File: config.mk
export PLATFORM = sky130hd
export DESIGN_NAME = priority_token_budget_evictor
export DESIGN_NICKNAME = d
export VERILOG_FILES = /design/src/rtl/ptbe_pkg.sv /design/src/rtl/ptbe_ram.sv /design/src/rtl/ptbe_div.sv /design/src/rtl/priority_token_budget_evictor.sv
export SDC_FILE = /design/constraint.sdc
export NUM_CORES = 2
export LEC_CHECK = 0
export BUFFER_PORTS_ARGS = -buffer_cell sky130_fd_sc_hd__clkbuf_2
export CAP_MARGIN = 30
export CORE_MARGIN = 1
export CORE_UTILIZATION = 30
export DETAILED_ROUTE_END_ITERATION = 10
export PLACE_DENSITY = 0.53
export SYNTH_ARGS = -nofsm -noshare
export SYNTH_HDL_FRONTEND = slang
export SYNTH_SLANG_ARGS = --single-unit
File: constraint.sdc
create_clock -name clk_i -period 8.3 [get_ports clk_i]
set_clock_uncertainty 0.1 [all_clocks]
set_input_delay 1.66 -clock clk_i [delete_from_list [all_inputs] [get_ports clk_i]]
set_output_delay 1.66 -clock clk_i [all_outputs]
set_load 0.005 [all_outputs]
File: src/rtl/ptbe_pkg.sv
// ----------------------------------------------------------------------------
// ptbe_pkg
// shared codes and types of the priority token budget evictor
// ----------------------------------------------------------------------------
`default_nettype none

package ptbe_pkg;

  localparam int unsigned TOK_W      = 16;
  localparam int unsigned BYTES_W    = 16;
  localparam int unsigned BPT_W      = 8;
  localparam int unsigned DIVIDEND_W = 17;
  localparam int unsigned CFG_W      = 20;
  localparam int unsigned CFG_IDX_W  = 2;

  localparam logic OP_ADD   = 1'b0;
  localparam logic OP_CLEAR = 1'b1;

  localparam logic [1:0] ST_ADDED   = 2'd0;
  localparam logic [1:0] ST_REFUSED = 2'd1;
  localparam logic [1:0] ST_CLEARED = 2'd2;

  localparam logic [CFG_IDX_W-1:0] REG_BUDGET   = 2'd0;
  localparam logic [CFG_IDX_W-1:0] REG_BPT      = 2'd1;
  localparam logic [CFG_IDX_W-1:0] REG_AUTO     = 2'd2;
  localparam logic [CFG_IDX_W-1:0] REG_COMPMODE = 2'd3;

  typedef struct packed {
    logic [1:0]       prio;
    logic [TOK_W-1:0] tokens;
  } entry_t;

  localparam int unsigned ENTRY_W = $bits(entry_t);

endpackage

`default_nettype wire

File: src/rtl/ptbe_ram.sv
// ----------------------------------------------------------------------------
// ptbe_ram
// generic single write port, single read port ram with registered read
// ----------------------------------------------------------------------------
`default_nettype none

module ptbe_ram #(
  parameter int unsigned WIDTH = 18,
  parameter int unsigned DEPTH = 64
) (
  input  wire logic                     clk_i,
  input  wire logic                     we_i,
  input  wire logic [$clog2(DEPTH)-1:0] waddr_i,
  input  wire logic [WIDTH-1:0]         wdata_i,
  input  wire logic                     re_i,
  input  wire logic [$clog2(DEPTH)-1:0] raddr_i,
  output logic      [WIDTH-1:0]         rdata_o
);

  logic [WIDTH-1:0] mem_q [DEPTH];

  always_ff @(posedge clk_i) begin
    if (we_i) begin
      mem_q[waddr_i] <= wdata_i;
    end
    if (re_i) begin
      rdata_o <= mem_q[raddr_i];
    end
  end

endmodule

`default_nettype wire

File: src/rtl/ptbe_div.sv
// ----------------------------------------------------------------------------
// ptbe_div
// restoring divider, one quotient bit per cycle
// ----------------------------------------------------------------------------
`default_nettype none

module ptbe_div (
  input  wire logic                                clk_i,
  input  wire logic                                rst_ni,
  input  wire logic                                start_i,
  input  wire logic [ptbe_pkg::DIVIDEND_W-1:0]     dividend_i,
  input  wire logic [ptbe_pkg::BPT_W-1:0]          divisor_i,
  output logic                                     done_o,
  output logic      [ptbe_pkg::DIVIDEND_W-1:0]     quotient_o
);

  localparam int unsigned DW  = ptbe_pkg::DIVIDEND_W;
  localparam int unsigned VW  = ptbe_pkg::BPT_W;
  localparam int unsigned CNW = $clog2(DW + 1);

  logic [DW-1:0]  dvd_q, dvd_d;
  logic [VW-1:0]  dvs_q, dvs_d;
  logic [VW-1:0]  rem_q, rem_d;
  logic [CNW-1:0] cnt_q, cnt_d;
  logic           busy_q, busy_d;
  logic           done_q, done_d;
  logic [VW:0]    rem_sh;

  always_comb begin
    dvd_d  = dvd_q;
    dvs_d  = dvs_q;
    rem_d  = rem_q;
    cnt_d  = cnt_q;
    busy_d = busy_q;
    done_d = 1'b0;
    rem_sh = {rem_q, dvd_q[DW-1]};
    if (start_i) begin
      dvd_d  = dividend_i;
      dvs_d  = divisor_i;
      rem_d  = '0;
      cnt_d  = CNW'(DW);
      busy_d = 1'b1;
    end else if (busy_q) begin
      // quotient bits shift in at the bottom as dividend bits leave the top
      if (rem_sh >= {1'b0, dvs_q}) begin
        rem_d = VW'(rem_sh - {1'b0, dvs_q});
        dvd_d = {dvd_q[DW-2:0], 1'b1};
      end else begin
        rem_d = rem_sh[VW-1:0];
        dvd_d = {dvd_q[DW-2:0], 1'b0};
      end
      cnt_d = cnt_q - CNW'(1);
      if (cnt_q == CNW'(1)) begin
        busy_d = 1'b0;
        done_d = 1'b1;
      end
    end
  end

  always_ff @(posedge clk_i or negedge rst_ni) begin
    if (!rst_ni) begin
      cnt_q  <= '0;
      busy_q <= 1'b0;
      done_q <= 1'b0;
    end else begin
      cnt_q  <= cnt_d;
      busy_q <= busy_d;
      done_q <= done_d;
    end
  end

  always_ff @(posedge clk_i) begin
    dvd_q <= dvd_d;
    dvs_q <= dvs_d;
    rem_q <= rem_d;
  end

  assign done_o     = done_q;
  assign quotient_o = dvd_q;

endmodule

`default_nettype wire

File: src/rtl/priority_token_budget_evictor.sv
// ----------------------------------------------------------------------------
// priority_token_budget_evictor
// age-ordered entry store under a token budget with tiered eviction
// ----------------------------------------------------------------------------
//  channel   handshake              payload
//  request   start_i / busy_o       opcode_i, priority_level_i, byte_length_i
//  result    valid_o (one cycle)    status_o ... is_full_o
//  config    cfg_we_i               cfg_idx_i, cfg_wdata_i
//
//  clear goes straight to the result. add runs the token divide (skipped at
//  divisor 0), the budget check, a select step for each of the five eviction
//  passes plus a read-and-repack sweep of the held entries for each pass that
//  runs, then the append; forced and full-store passes never both run.
//  results show for one cycle with busy_o low; the receiver cannot stall.
//  reset empties the store at once; no clearing pass.
// ----------------------------------------------------------------------------
`default_nettype none

module priority_token_budget_evictor #(
  parameter int unsigned MAX_ENTRIES  = 64,
  parameter int unsigned BUDGET_WIDTH = 20
) (
  input  wire logic                                 clk_i,
  input  wire logic                                 rst_ni,
  input  wire logic                                 start_i,
  output logic                                      busy_o,
  input  wire logic                                 opcode_i,
  input  wire logic [1:0]                           priority_level_i,
  input  wire logic [ptbe_pkg::BYTES_W-1:0]         byte_length_i,
  input  wire logic                                 cfg_we_i,
  input  wire logic [ptbe_pkg::CFG_IDX_W-1:0]       cfg_idx_i,
  input  wire logic [ptbe_pkg::CFG_W-1:0]           cfg_wdata_i,
  output logic                                      valid_o,
  output logic      [1:0]                           status_o,
  output logic      [ptbe_pkg::TOK_W-1:0]           message_tokens_o,
  output logic      [$clog2(MAX_ENTRIES+1)-1:0]     evicted_entries_o,
  output logic      [BUDGET_WIDTH-1:0]              evicted_tokens_o,
  output logic      [BUDGET_WIDTH-1:0]              store_tokens_o,
  output logic      [$clog2(MAX_ENTRIES+1)-1:0]     entry_count_o,
  output logic      [BUDGET_WIDTH-1:0]              remaining_tokens_o,
  output logic                                      is_full_o
);

  localparam int unsigned BW  = BUDGET_WIDTH;
  localparam int unsigned TW  = ptbe_pkg::TOK_W;
  localparam int unsigned CW  = $clog2(MAX_ENTRIES + 1);
  localparam int unsigned AW  = $clog2(MAX_ENTRIES);
  localparam int unsigned SW  = ((BW > TW) ? BW : TW) + 1;
  localparam int unsigned EW  = ptbe_pkg::ENTRY_W;
  localparam int unsigned DW  = ptbe_pkg::DIVIDEND_W;

  localparam logic [2:0] S_IDLE = 3'd0;
  localparam logic [2:0] S_DIV  = 3'd1;
  localparam logic [2:0] S_CHK  = 3'd2;
  localparam logic [2:0] S_PSEL = 3'd3;
  localparam logic [2:0] S_PASS = 3'd4;
  localparam logic [2:0] S_APP  = 3'd5;
  localparam logic [2:0] S_FIN  = 3'd6;

  localparam logic [2:0] P_TIER_LOW  = 3'd0;
  localparam logic [2:0] P_TIER_NORM = 3'd1;
  localparam logic [2:0] P_TIER_HIGH = 3'd2;
  localparam logic [2:0] P_FORCE     = 3'd3;
  localparam logic [2:0] P_FULL      = 3'd4;

  // configuration
  logic [BW-1:0]                budget_q;
  logic [ptbe_pkg::BPT_W-1:0]   bpt_q;
  logic                         auto_q;
  logic                         cmode_q;

  // control
  logic [2:0]    state_q, state_d;
  logic [2:0]    pass_q, pass_d;
  logic [CW-1:0] held_cnt_q, held_cnt_d;
  logic [BW-1:0] held_tok_q, held_tok_d;
  logic [CW-1:0] rd_q, rd_d;
  logic [CW-1:0] wr_q, wr_d;
  logic [CW-1:0] num_q, num_d;
  logic          rv_q, rv_d;
  logic          first_q, first_d;
  logic          valid_q, valid_d;

  // per request payload
  logic [1:0]    prio_q, prio_d;
  logic [TW-1:0] tok_q, tok_d;
  logic [1:0]    status_q, status_d;
  logic [CW-1:0] ev_ent_q, ev_ent_d;
  logic [BW-1:0] ev_tok_q, ev_tok_d;
  logic [BW-1:0] rem_q, rem_d;
  logic          full_q, full_d;

  // ram and divider
  logic                ram_we, ram_re;
  logic [AW-1:0]       ram_waddr, ram_raddr;
  ptbe_pkg::entry_t    ram_wdata, ram_rdata;
  logic [EW-1:0]       ram_rdata_raw;
  logic                div_start, div_done;
  logic [DW-1:0]       div_quot;
  logic [DW-1:0]       dividend;

  logic ovf;
  logic gate;
  logic pass_en;
  logic drop;

  assign ovf  = (SW'(held_tok_q) + SW'(tok_q)) > SW'(budget_q);
  assign gate = auto_q & cmode_q;
  assign dividend = DW'(byte_length_i) + DW'(bpt_q) - DW'(1);
  assign ram_rdata = ptbe_pkg::entry_t'(ram_rdata_raw);

  always_comb begin
    unique case (pass_q)
      P_TIER_LOW, P_TIER_NORM, P_TIER_HIGH: pass_en = ovf & gate & (held_cnt_q != '0);
      P_FORCE:                              pass_en = ovf & (held_cnt_q != '0);
      P_FULL:                               pass_en = (held_cnt_q == CW'(MAX_ENTRIES));
      default:                              pass_en = 1'b0;
    endcase
  end

  always_comb begin
    unique case (pass_q)
      P_TIER_LOW, P_TIER_NORM, P_TIER_HIGH: drop = ovf & (ram_rdata.prio == pass_q[1:0]);
      P_FORCE:                              drop = ovf;
      P_FULL:                               drop = first_q;
      default:                              drop = 1'b0;
    endcase
  end

  always_comb begin
    state_d    = state_q;
    pass_d     = pass_q;
    held_cnt_d = held_cnt_q;
    held_tok_d = held_tok_q;
    rd_d       = rd_q;
    wr_d       = wr_q;
    num_d      = num_q;
    rv_d       = 1'b0;
    first_d    = 1'b0;
    valid_d    = 1'b0;
    prio_d     = prio_q;
    tok_d      = tok_q;
    status_d   = status_q;
    ev_ent_d   = ev_ent_q;
    ev_tok_d   = ev_tok_q;
    rem_d      = rem_q;
    full_d     = full_q;
    ram_we     = 1'b0;
    ram_waddr  = wr_q[AW-1:0];
    ram_wdata  = ram_rdata;
    ram_re     = 1'b0;
    ram_raddr  = rd_q[AW-1:0];
    div_start  = 1'b0;

    unique case (state_q)
      S_IDLE: begin
        if (start_i) begin
          prio_d   = priority_level_i;
          ev_ent_d = '0;
          ev_tok_d = '0;
          tok_d    = '0;
          pass_d   = P_TIER_LOW;
          if (opcode_i == ptbe_pkg::OP_CLEAR) begin
            ev_ent_d   = held_cnt_q;
            ev_tok_d   = held_tok_q;
            held_cnt_d = '0;
            held_tok_d = '0;
            status_d   = ptbe_pkg::ST_CLEARED;
            state_d    = S_FIN;
          end else if (bpt_q == '0) begin
            state_d = S_CHK;
          end else begin
            div_start = 1'b1;
            state_d   = S_DIV;
          end
        end
      end
      S_DIV: begin
        if (div_done) begin
          tok_d   = div_quot[TW-1:0];
          state_d = S_CHK;
        end
      end
      S_CHK: begin
        if (SW'(tok_q) > SW'(budget_q)) begin
          status_d = ptbe_pkg::ST_REFUSED;
          state_d  = S_FIN;
        end else begin
          state_d = S_PSEL;
        end
      end
      S_PSEL: begin
        if (pass_en) begin
          rd_d    = '0;
          wr_d    = '0;
          num_d   = held_cnt_q;
          state_d = S_PASS;
        end else if (pass_q == P_FULL) begin
          state_d = S_APP;
        end else begin
          pass_d = pass_q + 3'd1;
        end
      end
      S_PASS: begin
        if (rd_q != num_q) begin
          ram_re  = 1'b1;
          rd_d    = rd_q + CW'(1);
          rv_d    = 1'b1;
          first_d = (rd_q == '0);
        end
        // survivors are written back packed toward slot 0, order kept
        if (rv_q) begin
          if (drop) begin
            held_tok_d = held_tok_q - BW'(ram_rdata.tokens);
            ev_ent_d   = ev_ent_q + CW'(1);
            ev_tok_d   = ev_tok_q + BW'(ram_rdata.tokens);
          end else begin
            ram_we = 1'b1;
            wr_d   = wr_q + CW'(1);
          end
        end
        if (rd_q == num_q && !rv_q) begin
          held_cnt_d = wr_q;
          if (pass_q == P_FULL) begin
            state_d = S_APP;
          end else begin
            pass_d  = pass_q + 3'd1;
            state_d = S_PSEL;
          end
        end
      end
      S_APP: begin
        ram_we           = 1'b1;
        ram_waddr        = held_cnt_q[AW-1:0];
        ram_wdata.prio   = prio_q;
        ram_wdata.tokens = tok_q;
        held_cnt_d       = held_cnt_q + CW'(1);
        held_tok_d       = held_tok_q + BW'(tok_q);
        status_d         = ptbe_pkg::ST_ADDED;
        state_d          = S_FIN;
      end
      S_FIN: begin
        rem_d   = (budget_q > held_tok_q) ? (budget_q - held_tok_q) : '0;
        full_d  = (held_tok_q >= budget_q);
        valid_d = 1'b1;
        state_d = S_IDLE;
      end
      default: begin
        state_d = S_IDLE;
      end
    endcase
  end

  always_ff @(posedge clk_i or negedge rst_ni) begin
    if (!rst_ni) begin
      state_q    <= S_IDLE;
      pass_q     <= P_TIER_LOW;
      held_cnt_q <= '0;
      held_tok_q <= '0;
      rd_q       <= '0;
      wr_q       <= '0;
      num_q      <= '0;
      rv_q       <= 1'b0;
      first_q    <= 1'b0;
      valid_q    <= 1'b0;
      budget_q   <= BW'(32'd4096);
      bpt_q      <= 8'd4;
      auto_q     <= 1'b1;
      cmode_q    <= 1'b1;
    end else begin
      state_q    <= state_d;
      pass_q     <= pass_d;
      held_cnt_q <= held_cnt_d;
      held_tok_q <= held_tok_d;
      rd_q       <= rd_d;
      wr_q       <= wr_d;
      num_q      <= num_d;
      rv_q       <= rv_d;
      first_q    <= first_d;
      valid_q    <= valid_d;
      if (cfg_we_i) begin
        unique case (cfg_idx_i)
          ptbe_pkg::REG_BUDGET:   budget_q <= BW'(cfg_wdata_i);
          ptbe_pkg::REG_BPT:      bpt_q    <= cfg_wdata_i[ptbe_pkg::BPT_W-1:0];
          ptbe_pkg::REG_AUTO:     auto_q   <= cfg_wdata_i[0];
          ptbe_pkg::REG_COMPMODE: cmode_q  <= cfg_wdata_i[0];
          default: ;
        endcase
      end
    end
  end

  always_ff @(posedge clk_i) begin
    prio_q   <= prio_d;
    tok_q    <= tok_d;
    status_q <= status_d;
    ev_ent_q <= ev_ent_d;
    ev_tok_q <= ev_tok_d;
    rem_q    <= rem_d;
    full_q   <= full_d;
  end

  ptbe_ram #(
    .WIDTH (EW),
    .DEPTH (MAX_ENTRIES)
  ) u_store (
    .clk_i   (clk_i),
    .we_i    (ram_we),
    .waddr_i (ram_waddr),
    .wdata_i (EW'(ram_wdata)),
    .re_i    (ram_re),
    .raddr_i (ram_raddr),
    .rdata_o (ram_rdata_raw)
  );

  ptbe_div u_div (
    .clk_i      (clk_i),
    .rst_ni     (rst_ni),
    .start_i    (div_start),
    .dividend_i (dividend),
    .divisor_i  (bpt_q),
    .done_o     (div_done),
    .quotient_o (div_quot)
  );

  assign busy_o             = (state_q != S_IDLE);
  assign valid_o            = valid_q;
  assign status_o           = status_q;
  assign message_tokens_o   = tok_q;
  assign evicted_entries_o  = ev_ent_q;
  assign evicted_tokens_o   = ev_tok_q;
  assign store_tokens_o     = held_tok_q;
  assign entry_count_o      = held_cnt_q;
  assign remaining_tokens_o = rem_q;
  assign is_full_o          = full_q;

endmodule

`default_nettype wire

# ---- After elaboration in Yosys (flattened, before gate mapping)
# Memories as Yosys holds them, arrays and structs flattened. A register that Yosys moved wholly into a read port is not among the register bits.
# Index checks and enable logic that the tools add are counted.
dict set report word_totals {
  reg_bits 195
  ram_bits 1152
  input_bits 45
  out_inout_bits 95
  wordCells 191
  n_memories 1
}
# memory words width rd rd_clocked_by_memory_dff write_ports line_no
set mem_list {}
lappend mem_list {u_store.mem_q 64 18 1 1 1 ptbe_ram.sv:20} ;# logic [WIDTH-1:0] mem_q [DEPTH];
dict set report op_classes {
  addsub 14
  order_cmp 5
  eq_ne 30
  n_mux 77
  bitwise_logic 5
  n_reduce_logical 32
}
# operator count
set op_table {}
lappend op_table {{$mux 20} 8}
lappend op_table {{$mux 7} 11}
lappend op_table {{$pmux 20 s3} 1}
lappend op_table {{$pmux 7 s2} 3}
lappend op_table {{$add 20x16->20} 2}
lappend op_table {{$pmux 20 s2} 1}
lappend op_table {{$mux 3} 12}
lappend op_table {{$mux 17} 2}
lappend op_table {{$mux 16} 2}
lappend op_table {{$pmux 16 s2} 1}
lappend op_table {{$add 7x1->7 const B} 4}
lappend op_table {{$reduce_and 4->1} 6}
lappend op_table {{$add 20x16->21} 1}
lappend op_table {{$gt 21x20->1} 1}
lappend op_table {{$pmux 7 s3} 1}
lappend op_table {{$ge 20x20->1} 1}
lappend op_table {{$gt 16x20->1} 1}
lappend op_table {{$gt 20x20->1} 1}
lappend op_table {{$mux 1} 20}
lappend op_table {{$ne 2x2->1 const B} 10}
lappend op_table {{$sub 20x16->20} 1}
lappend op_table {{$sub 20x20->20} 1}
lappend op_table {{$mux 18} 1}
lappend op_table {{$pmux 3 s6} 1}
lappend op_table {{other kinds (40)} 70}

# ---- Longest topological paths before layout
dict set report logic_depth {
  word_depth 9
  ltp_mapped 20
}

# ---- Hierarchy
# From an unflattened synthesis, not the netlist that was laid out.
dict set report unflattened {
  cells_unflattened 3554
  hier_area_um2 59298.1
}
# module instances cells_per_inst area_per_inst_um2 seq_area_each_um2
set by_module_without_submodules {}
lappend by_module_without_submodules {ptbe_ram 1 1957 44809.2 35133.7}
lappend by_module_without_submodules {priority_token_budget_evictor 1 1412 12393.1 4224.1}
lappend by_module_without_submodules {ptbe_div 1 185 2095.8 1086.0}

# ---- Worst setup path after synthesis
# No wires, ideal clock.
dict set report synth_path {
  path_type {reg-to-reg}
  from {register state_q[2]}
  to {register held_tok_q[18] (netlist: store_tokens_o[18])}
  setup_time_ns 0.131
  arrival_time_ns 6.457
  path_slack_ns 1.612
  path_stages_with_launch 20
  path_buffers 5
  synth_period_minus_slack_ns 6.688
  cell_sequence {dfrtp_1 -> clkbuf_1 -> inv_1 -> clkbuf_1 -> nor3_1 -> clkbuf_1 -> clkbuf_1 -> clkbuf_1 -> o21ai_0 -> ha_1 -> inv_1 -> fa_1 -> nor2b_1 -> o31a_1 -> o21a_1 -> o211ai_1 -> a31o_2 -> o211a_1 -> a311oi_1 -> o21ai_0}
}
dict set report synth_between {
  elab_chain_cells 3
  elab_cells_between_ends 10
  cone_classes {6 x eq/ne; 1 x mux; 3 x reduce/logical}
}
# item line_no
set synth_rtl {}
lappend synth_rtl {{from (decl)} priority_token_budget_evictor.sv:73} ;# logic [2:0] state_q, state_d;
lappend synth_rtl {{from (signal assigned)} priority_token_budget_evictor.sv:271} ;# state_q <= state_d;
lappend synth_rtl {{$eq 3x3->1 or $logic_not 3->1 (tied branches)} priority_token_budget_evictor.sv:155} ;# unique case (state_q)
lappend synth_rtl {{$ne 2x2->1 (no line) or $reduce_bool 3->1 (tied branches)} --}
lappend synth_rtl {{$reduce_and 5->1 (no line)} --}
lappend synth_rtl {{to (signal assigned)} priority_token_budget_evictor.sv:274} ;# held_tok_q <= held_tok_d;
lappend synth_rtl {{to (decl)} priority_token_budget_evictor.sv:76} ;# logic [BW-1:0] held_tok_q, held_tok_d;
# Parallel ways exist; a longest one is shown, timed or not.
# A chain may end at the register's enable or synchronous reset.

# ---- Final worst setup path
dict set report layout_path {
  from {register held_tok_q[0] (netlist: store_tokens_o[0])}
  to {memory u_store.mem_q[29][7] (enable)}
}
dict set report layout_between {
  elab_chain_cells 9
}
# item line_no
set layout_rtl {}
lappend layout_rtl {{$add 20x16->21 *} priority_token_budget_evictor.sv:107} ;# assign ovf = (SW'(held_tok_q) + SW'(tok_q)) > SW'(budget_q);
lappend layout_rtl {{$gt 21x20->1 *} priority_token_budget_evictor.sv:107}
lappend layout_rtl {{$and 1x1->1} priority_token_budget_evictor.sv:123} ;# P_TIER_LOW, P_TIER_NORM, P_TIER_HIGH: drop = ovf & (ram_rdata.prio == pass_q[1:0]);
lappend layout_rtl {{$pmux 1 s3 *} priority_token_budget_evictor.sv:122} ;# unique case (pass_q)
lappend layout_rtl {{$mux 1 *} priority_token_budget_evictor.sv:213} ;# if (drop) begin
lappend layout_rtl {{$mux 1 *} priority_token_budget_evictor.sv:212} ;# if (rv_q) begin
lappend layout_rtl {{$pmux 1 s2 *} priority_token_budget_evictor.sv:155}
lappend layout_rtl {{$mux 1 *} ptbe_ram.sv:23} ;# if (we_i) begin
lappend layout_rtl {{$mux 1 (not written as such) *} ptbe_ram.sv:24} ;# mem_q[waddr_i] <= wdata_i;
lappend layout_rtl {{to (decl)} ptbe_ram.sv:20}
# Every way passes the cells marked *; elsewhere a longest branch is shown, timed or not.

==> impl_summary.md <==
Global route
The initial antenna violation count came to 8. The global route total overflow is 0. Entering global routing, the biggest net connects approximately 120 pins. The wire length of the first global-routing pass is 242 mm.

Global routing used between 10% and 20% of the available tracks. The via count of the first global-routing pass is 32100.

Clock tree
The tree is rooted in a clkbuf_16. The longest clock path from root to sink contains 3 buffers. The H-tree level count is 4. The insertion delay of the later-clocked pin in the worst-skew pair is 790 ps.

The TritonCTS buffer count is ~140. The post-CTS setup repair buffer count is 0. The clock sink count is ~1400. The CTS tree is done. Buffers inserted to repair hold after CTS numbered 0.

After clock tree synthesis, the clock-pin slew on the worst setup and hold paths is 60 ps. The number of cells upsized or downsized after cts is 0.

Pwr
The leakage power is approximately 23 nW. IR analysis of the VDD net gives a maximum drop of 0.214 mV. Power spread over the standard cell area amounts to 311 mW/mm2.

Critical path
The worst register-to-register path ends at u_store.mem_q[29][7]. The type of element capturing the critical path is a flip-flop. The start of the worst register-to-register path is store_tokens_o[0]. Tracing the worst setup path back leads to its startpoint at store_tokens_o[0]. The worst setup path is of the flip-flop to flip-flop kind. In this run the worst path has a maximum fanout of 18. The capturing element of the worst setup path is u_store.mem_q[29][7]. The required time of the worst setup path is around 8600 ps. The count of cells along the worst register-to-register path is 19. At the worst endpoint, the arrival time is around 7100 ps. The type of origin of the critical path is a flip-flop.

The register-to-register setup slack is 1480 ps.

Detailed routing
Using the TritonRoute via totals, the vias-per-cell ratio works out to ~5.0. The total routed wirelength is 170 mm. The total iterations of the first detailed-routing run is 5. The via total after detailed routing is about 32000.

The remaining design rule violation count is 0. In this run, the number of DRC markers left after iteration 0 of detailed routing was 3162. The remaining number of nets flagged by the antenna check after routing is 0.

The routed wire length per instance is 26.7 um.

Job
The max-cap violation count is 0.

Placement
Routability-driven placement finished with a final weighted congestion of 0.863. Input and output buffers added on the ports amount to roughly 140. Including well taps, the total number of placed cells is 6092. The wire-length estimate of the detail-placed layout is 112 mm. The post-place setup slack is 1450 ps.

Synthesis
By area the synthesized netlist is led by edfxtp_1 64%, mux4_2 14%, dfrtp_1 3.8%. The dominant combinational cell family by area after synthesis is multiplexers. The number of nets in the synthesized netlist is 3597. The synthesized-area fraction occupied by and/or/nand/nor cells is under 10%. Sequential cells were found to cover between 60% and 70% of the synthesized design area. The leading register cell type out of synthesis is edfxtp_1. The post-synthesis share of cell area spent on xor and xnor gates is 1.39%.

Ranked by instance count, the synthesized netlist is headed by 1263 x edfxtp_1, 378 x mux4_2, 197 x nand2_1. Yosys instantiated no cell more often than edfxtp_1. The number of different library cells used by synthesis comes to 76. The post-synthesis async set-or-reset flop share is 6.89%.

The portion of synthesized area spent on multiplexers is 15.1%. The synthesized design contains roughly 1400 register bits. In this run, synthesis inferred between 1000 and 1500 flip-flops with an integrated enable. Of the total synthesized cell area, the portion taken by full adders, half adders and majority gates is 3.42%. The top cell type's share of synthesized area is 64.2%. During synthesis, Yosys emitted a total of 0 warnings. The post-synthesis cell count is roughly 3400. Summing every instance area after synthesis gives just under 0.06 mm2.

The leading area contributor after synthesis is edfxtp_1. The synthesized area per cell is 17.4 um2. The share of the synthesized area in compound gates (AO/OA/AOI/OAI) is 4.64%.

Layout
The area growth from synthesis to final layout is 17.2%. The share of final-layout standard cells stronger than drive strength 1 is 26.3%. The count of non-filler cells in the finished layout is roughly 6400.

Measured on the finished design, the core utilization comes to 35.5%. In the final design database the tool counted 3845 nets.

Timing
The final count of hold timing violations is 0. The count of final max-slew check failures came to 0. The post-route setup TNS is 0 ps. For this run, the top clock speed supported by timing is 0.147 GHz.

For the pin with the worst max-slew slack, the measured transition is 1070 ps. Setup violations remaining at the end of the flow were counted as 0. Setup repair after global routing left no endpoint under its margin. Across all hold checks on the routed design, the worst slack comes to between 400 and 500 ps. The headroom to the max-slew limit is about 29%. After layout, the worst path uses 82.2% of the clock period.

Counting I/O delays and the setup requirement, the final critical path takes 6820 ps. The slack of the critical path is 1480 ps.

Floorplanning
The placeable core area is 0.195 mm2. The floorplan step set the die width to between 400 and 500 um. The initial standard-cell utilization of the core is 30.3%. The die covers 0.199 mm2.

The count of boundary I/O pins is between 100 and 150. The initialized floorplan defines 162 standard-cell rows. In this run the vertical extent of the chip is 446 um.

Hold path
The min-delay analysis places its worst path in the category flip-flop to flip-flop.

Status
The flow ran to the end, and the final reports show no timing, DRC or antenna violations.
critical path: stages, from the launching register on:
cell      delay [ps]
dfrtp_1          470
ha_1             230
inv_1             60
fa_1             390
nand2b_1         190
a21o_1           200
a31oi_1          450
o41ai_4          210
or3_1            350
xnor2_1          140
ha_1             320
a211oi_1         270
o21ai_0          180
nor4_1           180
o311a_1          220
nor3_1           140
nor3_4           900
buf_4            260
o21ai_1          300
nor2_2           870
cell families after synthesis:
group | count (synthesis)
flops | 1365
simple gates | 636
compound gates | 433
mux | 413
buf+inv | 295
fa+ha+maj | 158
xor+xnor | 94
flip-flops by register name, summed over array words and instances, names as in the netlist, 8 cells and up:
name,flops
store_tokens_o,20
bpt_q,8
budget_q,20
u_store.rdata_o,18
u_store.mem_q,1152
remaining_tokens_o,20
message_tokens_o,16
u_div.rem_q,8
u_div.dvs_q,8
u_div.quotient_o,17
evicted_tokens_o,20
final cells by class:
type,count,area (um2)
Tap cell,2624,3280
Clock buffer,174,3770
Timing Repair Buffer,251,2110
Inverter,146,548
Fill cell,18200,126000
Clock inverter,93,1150
Multi-Input combinational cell,1734,17900
Antenna cell,3,7.51
Sequential cell,1365,40500
per-stage QoR:
stage,total power [mW],cell area [um2]
finish,21.5,69200
global route,22.4,69200
CTS,21.7,68800
detailed placement,15.1,63900
global placement,15.0,63400
floorplan,12.6,59100
cell usage in the layout (no fill, tap or decap), drive strengths merged, types with 21 or more instances in the layout:
cell	n
mux2	23
inv	151
a21oi	81
nor2	149
edfxtp	1263
xor2	41
dfrtp	90
o21ai	157
o31ai	26
nor2b	22
xnor2	53
nand2	197
ha	152
a21o	31
nor3	69
clkbuf	312
o21a	21
nand3	54
mux4	378
and3	39
clkinv	60
buf	113
where the power goes:
part	internal (mW)	switching, mW	total (mW)
Clock	3.80	2.84	6.64
Sequential	8.32	0.396	8.72
Combinational	2.40	3.75	6.16
layer usage:
| layer | up-vias | global-route usage (%) | part of all wire (%) |
|---|---|---|---|
| li1 | 14100 | - | - |
| met1 | 17000 | 22.9 | 43 |
| met2 | 970 | 28.3 | 49 |
| met3 | 216 | 2.81 | 5.4 |
| met4 | 2 | 5.07 | 3.0 |
| met5 | - | 0 | 0.0076 |
how the worst min path moves through the flow:
stage,startpoint,endpoint,depth (start not counted)
after detailed placement,bpt_q[1],u_div.dvs_q[1],0
after floorplan,bpt_q[5],u_div.dvs_q[5],0
after global placement,u_div.rem_q[1],u_div.rem_q[1],2
final,bpt_q[1],u_div.dvs_q[1],0
after global routing,bpt_q[1],u_div.dvs_q[1],0
after CTS,bpt_q[1],u_div.dvs_q[1],0
Note: power is estimated with default switching activity, not from simulation.
